--- config.mk ---
export PLATFORM = sky130hd
export DESIGN_NAME = i2c_master_byte_engine
export DESIGN_NICKNAME = d
export VERILOG_FILES = /design/src/design/i2cm_pkg.sv /design/src/design/i2cm_front.sv /design/src/design/i2cm_back.sv /design/src/design/i2c_master_byte_engine.sv
export SDC_FILE = /design/constraint.sdc
export NUM_CORES = 1
export LEC_CHECK = 0
export BUFFER_PORTS_ARGS = -buffer_cell sky130_fd_sc_hd__buf_2
export CORE_MARGIN = 2
export CORE_UTILIZATION = 42
export CTS_CLUSTER_DIAMETER = 200
export CTS_CLUSTER_SIZE = 16
export DETAILED_ROUTE_END_ITERATION = 7
export PLACE_DENSITY_LB_ADDON = 0.25
export SYNTH_ARGS = -nofsm -noshare
export SYNTH_HDL_FRONTEND = slang
export SYNTH_SLANG_ARGS = --single-unit
--- constraint.sdc ---
create_clock -name clk -period 2.7 [get_ports clk]
set_input_delay 0 -clock clk [delete_from_list [all_inputs] [get_ports clk]]
set_output_delay 0 -clock clk [all_outputs]
set_load 0.02 [all_outputs]
--- src/design/i2cm_pkg.sv ---
// ----------------------------------------------------------------------------
// i2cm_pkg
// Shared types and codes of the I2C master byte engine.
// ----------------------------------------------------------------------------
package i2cm_pkg;

  localparam int unsigned CfgIdxW = 1;
  localparam int unsigned CfgDataW = 8;
  localparam int unsigned QueueDepthDefault = 2;

  localparam logic [CfgIdxW-1:0] CfgBaudDivider = 1'd0;
  localparam logic [CfgIdxW-1:0] CfgEnable = 1'd1;

  localparam logic [3:0] CmdNone = 4'd0;
  localparam logic [3:0] CmdStart = 4'd1;
  localparam logic [3:0] CmdRestart = 4'd2;
  localparam logic [3:0] CmdStop = 4'd3;
  localparam logic [3:0] CmdTransmit = 4'd4;
  localparam logic [3:0] CmdReceive = 4'd5;
  localparam logic [3:0] CmdAck = 4'd6;
  localparam logic [3:0] CmdReadBuf = 4'd7;
  localparam logic [3:0] CmdClearFlags = 4'd8;

  typedef struct packed {
    logic [3:0] cmd;
    logic [7:0] tx_byte;
    logic       ack_bit;
    logic       sda_in;
    logic       scl_in;
  } in_item_t;

  typedef struct packed {
    logic       scl_release;
    logic       sda_release;
    logic       busy_res;
    logic       nack_received;
    logic [7:0] rx_byte;
    logic       buffer_full;
    logic       write_collision;
  } out_item_t;

  // Classified tick handed from the front to the back.
  typedef struct packed {
    logic       is_op;
    logic       rd_buf;
    logic       clr_flags;
    logic [3:0] cmd;
    logic [7:0] tx_byte;
    logic       ack_bit;
    logic       sda_in;
    logic       scl_in;
  } tick_t;

endpackage

--- src/design/i2cm_front.sv ---
// ----------------------------------------------------------------------------
// i2cm_front
// Accepts input transfers, classifies the command and queues the tick.
// ----------------------------------------------------------------------------
module i2cm_front
  import i2cm_pkg::*;
#(
  parameter int unsigned Depth = QueueDepthDefault
) (
  input  logic     clk,
  input  logic     rst,
  input  logic     in_valid,
  output logic     in_ready,
  input  in_item_t in_data,
  output logic     q_valid,
  input  logic     q_ready,
  output tick_t    q_data
);

  localparam int unsigned PtrW = (Depth > 1) ? $clog2(Depth) : 1;

  tick_t             mem [Depth];
  logic [PtrW-1:0]   wr_ptr;
  logic [PtrW-1:0]   rd_ptr;
  logic [PtrW:0]     count;
  tick_t             cls;
  logic              push;
  logic              pop;

  always_comb begin
    cls.cmd = in_data.cmd;
    cls.tx_byte = in_data.tx_byte;
    cls.ack_bit = in_data.ack_bit;
    cls.sda_in = in_data.sda_in;
    cls.scl_in = in_data.scl_in;
    cls.is_op = (in_data.cmd >= CmdStart) && (in_data.cmd <= CmdAck);
    cls.rd_buf = (in_data.cmd == CmdReadBuf);
    cls.clr_flags = (in_data.cmd == CmdClearFlags);
  end

  assign in_ready = (count != (PtrW+1)'(Depth));
  assign q_valid = (count != '0);
  assign q_data = mem[rd_ptr];
  assign push = in_valid && in_ready;
  assign pop = q_valid && q_ready;

  always_ff @(posedge clk) begin
    if (push) begin
      mem[wr_ptr] <= cls;
    end
    if (rst) begin
      wr_ptr <= '0;
      rd_ptr <= '0;
      count <= '0;
    end else begin
      if (push) begin
        wr_ptr <= (wr_ptr == PtrW'(Depth - 1)) ? '0 : wr_ptr + 1'b1;
      end
      if (pop) begin
        rd_ptr <= (rd_ptr == PtrW'(Depth - 1)) ? '0 : rd_ptr + 1'b1;
      end
      count <= count + (PtrW+1)'(push) - (PtrW+1)'(pop);
    end
  end

endmodule

--- src/design/i2cm_back.sv ---
// ----------------------------------------------------------------------------
// i2cm_back
// Runs the bus sequencer one tick per queued item and registers the result.
// ----------------------------------------------------------------------------
module i2cm_back
  import i2cm_pkg::*;
(
  input  logic       clk,
  input  logic       rst,
  input  logic       cfg_we,
  input  logic [CfgIdxW-1:0]  cfg_index,
  input  logic [CfgDataW-1:0] cfg_data,
  input  logic       q_valid,
  output logic       q_ready,
  input  tick_t      q_data,
  output logic       out_valid,
  input  logic       out_ready,
  output out_item_t  out_data
);

  typedef enum logic [3:0] {
    PH_IDLE  = 4'd0,
    PH_ST_A  = 4'd1,
    PH_ST_B  = 4'd2,
    PH_RS_A  = 4'd3,
    PH_RS_B  = 4'd4,
    PH_SP_A  = 4'd6,
    PH_SP_B  = 4'd7,
    PH_SP_C  = 4'd8,
    PH_TX_LO = 4'd9,
    PH_TX_HI = 4'd10,
    PH_RX_LO = 4'd11,
    PH_RX_HI = 4'd12,
    PH_AK_LO = 4'd13,
    PH_AK_HI = 4'd14
  } phase_t;

  logic [7:0] baud_divider;
  logic       enable;
  phase_t     phase, phase_next;
  logic [7:0] baud_count, baud_count_next;
  logic [3:0] bit_count, bit_count_next;
  logic [7:0] shift_reg, shift_reg_next;
  logic [7:0] rx_buffer, rx_buffer_next;
  logic [2:0] status_flags, status_flags_next;
  logic [1:0] line_drive, line_drive_next;
  logic       step;

  // Bit 0 of line_drive is SCL, bit 1 is SDA; flags are nack, full, collision.
  assign q_ready = !out_valid || out_ready;
  assign step = q_valid && q_ready;

  always_comb begin
    logic [7:0] sh;
    logic [3:0] bc;
    phase_next = phase;
    baud_count_next = baud_count;
    bit_count_next = bit_count;
    shift_reg_next = shift_reg;
    rx_buffer_next = rx_buffer;
    status_flags_next = status_flags;
    line_drive_next = line_drive;
    sh = '0;
    bc = '0;
    if (!enable) begin
      phase_next = PH_IDLE;
      line_drive_next = 2'b11;
      baud_count_next = '0;
      bit_count_next = '0;
    end else if (phase != PH_IDLE) begin
      if (q_data.is_op) begin
        status_flags_next[2] = 1'b1;
      end
      if (line_drive[0] && !q_data.scl_in) begin
        // Clock stretched by a slave: hold.
      end else if (baud_count != baud_divider) begin
        baud_count_next = baud_count + 8'd1;
      end else begin
        baud_count_next = '0;
        unique case (phase)
          PH_ST_A: begin phase_next = PH_ST_B; line_drive_next = 2'b01; end
          PH_ST_B: begin phase_next = PH_IDLE; line_drive_next = 2'b00; end
          PH_RS_A: begin phase_next = PH_RS_B; line_drive_next = 2'b11; end
          PH_RS_B: begin phase_next = PH_ST_B; line_drive_next = 2'b01; end
          PH_SP_A: begin phase_next = PH_SP_B; line_drive_next = 2'b01; end
          PH_SP_B: begin phase_next = PH_SP_C; line_drive_next = 2'b11; end
          PH_SP_C: begin phase_next = PH_IDLE; line_drive_next = 2'b11; end
          PH_TX_LO: begin
            phase_next = PH_TX_HI;
            line_drive_next = line_drive | 2'b01;
          end
          PH_TX_HI: begin
            if (bit_count >= 4'd8) begin
              status_flags_next[0] = q_data.sda_in;
              phase_next = PH_IDLE;
              line_drive_next = 2'b10;
            end else begin
              sh = {shift_reg[6:0], 1'b0};
              bc = bit_count + 4'd1;
              shift_reg_next = sh;
              bit_count_next = bc;
              phase_next = PH_TX_LO;
              line_drive_next = {(bc >= 4'd8) ? 1'b1 : sh[7], 1'b0};
            end
          end
          PH_RX_LO: begin phase_next = PH_RX_HI; line_drive_next = 2'b11; end
          PH_RX_HI: begin
            sh = {shift_reg[6:0], q_data.sda_in};
            bc = bit_count + 4'd1;
            shift_reg_next = sh;
            bit_count_next = bc;
            if (bc >= 4'd8) begin
              rx_buffer_next = sh;
              status_flags_next[1] = 1'b1;
              phase_next = PH_IDLE;
            end else begin
              phase_next = PH_RX_LO;
            end
            line_drive_next = 2'b10;
          end
          PH_AK_LO: begin
            phase_next = PH_AK_HI;
            line_drive_next = line_drive | 2'b01;
          end
          PH_AK_HI: begin
            phase_next = PH_IDLE;
            line_drive_next = line_drive & 2'b10;
          end
          default: phase_next = PH_IDLE;
        endcase
      end
    end else if (q_data.is_op) begin
      baud_count_next = '0;
      unique case (q_data.cmd)
        CmdStart: begin phase_next = PH_ST_A; line_drive_next = 2'b11; end
        CmdRestart: begin phase_next = PH_RS_A; line_drive_next = 2'b10; end
        CmdStop: begin phase_next = PH_SP_A; line_drive_next = 2'b00; end
        CmdTransmit: begin
          shift_reg_next = q_data.tx_byte;
          bit_count_next = '0;
          phase_next = PH_TX_LO;
          line_drive_next = {q_data.tx_byte[7], 1'b0};
        end
        CmdReceive: begin
          shift_reg_next = '0;
          bit_count_next = '0;
          phase_next = PH_RX_LO;
          line_drive_next = 2'b10;
        end
        default: begin
          phase_next = PH_AK_LO;
          line_drive_next = {q_data.ack_bit, 1'b0};
        end
      endcase
    end
    if (q_data.rd_buf) begin
      status_flags_next[1] = 1'b0;
    end else if (q_data.clr_flags) begin
      status_flags_next[2] = 1'b0;
    end
  end

  always_ff @(posedge clk) begin
    if (rst) begin
      baud_divider <= '0;
      enable <= 1'b0;
      phase <= PH_IDLE;
      baud_count <= '0;
      bit_count <= '0;
      shift_reg <= '0;
      rx_buffer <= '0;
      status_flags <= '0;
      line_drive <= 2'b11;
      out_valid <= 1'b0;
    end else begin
      if (cfg_we) begin
        unique case (cfg_index)
          CfgBaudDivider: baud_divider <= cfg_data;
          CfgEnable: enable <= cfg_data[0];
          default: ;
        endcase
      end
      if (step) begin
        phase <= phase_next;
        baud_count <= baud_count_next;
        bit_count <= bit_count_next;
        shift_reg <= shift_reg_next;
        rx_buffer <= rx_buffer_next;
        status_flags <= status_flags_next;
        line_drive <= line_drive_next;
        out_data.scl_release <= line_drive_next[0];
        out_data.sda_release <= line_drive_next[1];
        out_data.busy_res <= (phase_next != PH_IDLE);
        out_data.nack_received <= status_flags_next[0];
        out_data.rx_byte <= rx_buffer_next;
        out_data.buffer_full <= status_flags_next[1];
        out_data.write_collision <= status_flags_next[2];
        out_valid <= 1'b1;
      end else if (out_ready) begin
        out_valid <= 1'b0;
      end
    end
  end

endmodule

--- src/design/i2c_master_byte_engine.sv ---
// ----------------------------------------------------------------------------
// i2c_master_byte_engine
// I2C master byte engine with a decoupled command front and bus back end.
// ----------------------------------------------------------------------------
// Each input transfer is one tick of the bus engine and may carry a command
// (start, restart, stop, transmit, receive, ack, read buffer, clear flags).
// The front classifies the command and pushes the tick into a short queue;
// the back end advances the SCL/SDA sequencer by one tick per queued item
// and presents the line states and status flags as one output transfer.
// Throughput is one transfer per clock unless out_ready stalls the output;
// a tick passes the queue stage, then the output register. SCL phases last
// baud_divider+1 ticks, holding while a released SCL reads low. The user must
// write configuration via cfg_we/cfg_index/cfg_data only while idle (unchecked).
module i2c_master_byte_engine
  import i2cm_pkg::*;
#(
  parameter int unsigned QueueDepth = QueueDepthDefault
) (
  input  logic                clk,
  input  logic                rst,
  input  logic                cfg_we,
  input  logic [CfgIdxW-1:0]  cfg_index,
  input  logic [CfgDataW-1:0] cfg_data,
  input  logic                in_valid,
  output logic                in_ready,
  input  in_item_t            in_data,
  output logic                out_valid,
  input  logic                out_ready,
  output out_item_t           out_data
);

  logic  q_valid;
  logic  q_ready;
  tick_t q_data;

  i2cm_front #(.Depth(QueueDepth)) u_front (
    .clk, .rst, .in_valid, .in_ready, .in_data,
    .q_valid, .q_ready, .q_data
  );

  i2cm_back u_back (
    .clk, .rst, .cfg_we, .cfg_index, .cfg_data,
    .q_valid, .q_ready, .q_data,
    .out_valid, .out_ready, .out_data
  );

  // An output transfer with no queued tick behind it leaves the output empty.
  a_out_empties: assert property (@(posedge clk) disable iff (rst)
    (out_valid && out_ready && !q_valid) |=> !out_valid)
    else $error("output valid without a new transfer");

  a_queue_drains: assert property (@(posedge clk) disable iff (rst)
    (q_valid && q_ready) |=> out_valid)
    else $error("queued tick produced no result");

  // A result waiting for the receiver stays valid and keeps its value.
  a_out_held: assert property (@(posedge clk) disable iff (rst)
    (out_valid && !out_ready) |=> (out_valid && $stable(out_data)))
    else $error("waiting output transfer changed");

endmodule

==> run metrics <==
status complete, no violations; CTS tree yes; Area Growth Syn to Fin 20.9%; antenna cells 0; via count 3759; Post-Route Setup TNS 0 ns; post-synthesis mux area share under 10%; Largest regs u_front.mem (36), u_back.out_data (14); vias per inst 5.44; register with the most flip-flops u_front.mem; DRC Markers 0; Max VDD drop 0.501 mV; vias in the first global route 3739; die width 111 um; PD cells 761 nW/um^2; First-pass DRT Iterations 5; max-cap viol count 0; DPL Wire Length between 7000 and 8000 um; fin util 51.5%; DP Worst Slack 0.239 ns; clock latency on the worst-skew pair around 0.35 ns; Worst Setup Slack, final roughly 0.2 ns; Async SR Flop Fraction 0%; Synth Area in XOR/XNOR 3.27%; Pleak 2.21 nW; CP delay by family, top compound AO/OA/AOI/OAI gates; max reg flops 36; GRT Max-Usage Layer met2; crit path capture type flop; Synth Area in Compound Gates 12.9%; GRT Util Overall between 10% and 20%; critical path class reg -> reg; WP depth 6; largest family of logic cells by synthesized area simple AND/OR/NAND/NOR gates; Num CTS Buffers 9; io pins 45; Simple-Gate Fraction of Synth Area between 15 and 20%; Gate Count Post-Synth 467; I/O Buffers 44; Final min period approximately 2.5 ns; CP Cell Sequence xor2_1, nor4_1, nand3_1, o311ai_0, nand2_1, o311ai_1; syn nets 501; CTS Root Cell clkbuf_16; commonest non-fill, non-tap cell in the layout nor2_1; FMAX 400 MHz; row count 39; H-tree depth 3; buffer and inverter count on the worst path 0; Final period util 92.6%; RSZ-0062 raised after global routing false; number of flops mapped to enable cells by yosys 50; wire per inst 15.5 um; fin. max-slew vios 0; crit path max-delay cell type o311ai_0; FF-to-FF setup slack ~0.2 ns; gp weighted congestion 0.894; core box area 11300 um^2; met2 Resource Use GR between 20 and 30%; Hold WS 0.0453 ns; #FFs+latches synth 101; final wirelength 10700 um; die area approximately 12000 um^2; Initial Util a little over two fifths; largest net degree at the start of global routing 34; NumNets Final 577; Tightest Hold Check Type in -> reg; GRT overflow 0; yosys warns 0; CTS clk-pin slew, worst paths about 0.070 ns; met3 usage 4.21%; reg2reg path depth 6; commonest cells after routing, fill and taps aside 57 x nor2_1, 51 x dfxtp_1, 50 x edfxtp_1; Total Power roughly 4.4 mW; total clock sinks 101; critical path's largest stage delay just under 0.7 ns; Worst-Margin Slew 0.967 ns; Cell variety after synth 61; ys flop type dfxtp_1; M1 GR Usage 24.3%; clk buf depth 2; worst path required time between 2 and 3 ns; Worst setup SP type flop; first-pass GRT wire length 18000 um; initial drt markers approximately 240; Avg Cell Area, Syn 10.3 um^2; initial antenna violation count 0; mapped cell area 4820 um^2; Slew headroom 35.4%; worst-path fanout max 5; adder-cell share of the synthesized area 1.50%; CP Data Arrival Time 2.66 ns; Hold Path Depth 4; Setup Viol. Count Final 0; register area share after synthesis 52.3%; DRT antenna net count 0; die height 111 um; final hold violation count 0; clock skew 0.00736 ns; layout cell share with drive strength beyond 1 around 18%
==> per-layer routing <==
layer,wire (um),part of all wire (%)
met5,0,0
met4,177,1.7
met3,541,5.1
met2,4940,46
met1,5040,47
==> worst min-delay path, cell delays in order <==
cell     delay [ns]
buf_2          0.10
nand2_1        0.10
xor2_1         0.07
nor2_1         0.08
==> per-stage QoR <==
stage	area (um^2)	std cells
floorplan	4820	467
detailed placement	5240	648
CTS	5820	691
global route	5830	691
global placement	5240	648
finish	5830	691
==> synth_stat cells, types with 4 or more instances <==
library cell | n | area share (%)
and2_1 | 4 | 0.52
ha_1 | 5 | 1.3
or4_1 | 4 | 0.62
nand3_1 | 12 | 1.2
a211oi_1 | 13 | 2.0
nand2_1 | 34 | 2.6
dfxtp_1 | 51 | 21
inv_1 | 14 | 1.1
nor3_1 | 12 | 1.2
or3_1 | 5 | 0.65
mux2i_1 | 30 | 6.2
and3_1 | 4 | 0.52
o21ai_0 | 14 | 1.5
mux2_2 | 12 | 2.8
edfxtp_1 | 50 | 31
clkbuf_1 | 12 | 0.93
o31ai_1 | 5 | 0.78
xor2_1 | 15 | 2.7
buf_2 | 7 | 0.73
nor2b_1 | 7 | 0.91
nand4_1 | 5 | 0.65
nor2_1 | 57 | 4.4
a31oi_1 | 5 | 0.65
nand2b_1 | 5 | 0.65
a21oi_1 | 31 | 3.2
nor4_1 | 6 | 0.78
==> final cells by class <==
class / instances / area (um^2)
clock buffers: 9 / 225
repair buffers: 90 / 633
well taps: 143 / 179
flip-flops and latches: 101 / 2520
multi-input cells: 327 / 2130
fillers: 1033 / 5490
clock inverters: 7 / 85.1
inverters: 14 / 52.6
==> worst paths after layout <==
kind                           from                      to
max            u_back.baud_count[4]     u_back.out_data[11]
min                        in_valid          u_front.wr_ptr
max reg2reg    u_back.baud_count[4]     u_back.out_data[11]
min reg2reg  u_back.status_flags[2]  u_back.status_flags[2]
==> where the power goes <==
group / switching [mW] / internal, mW / total (mW)
combinational: 0.736 / 0.447 / 1.18
sequential: 0.100 / 1.81 / 1.91
clock: 0.601 / 0.742 / 1.34
==> cell families after synthesis <==
| group | after synthesis |
|---|---|
| multiplexers | 42 |
| buffers and inverters | 39 |
| adder cells (fa/ha/maj) | 6 |
| XOR/XNOR | 18 |
| AO/OA/AOI/OAI | 94 |
| AND/OR/NAND/NOR | 167 |
| flip-flops | 101 |
==> timing repair <==
item	in CTS	in global routing
endpoints found under the hold margin	44	0
setup endpoints to repair	0	1
hold buffers	27	0
gates resized for setup	0	1
setup buffers	0	0
No activity file was read; power rests on OpenSTA's default activity.
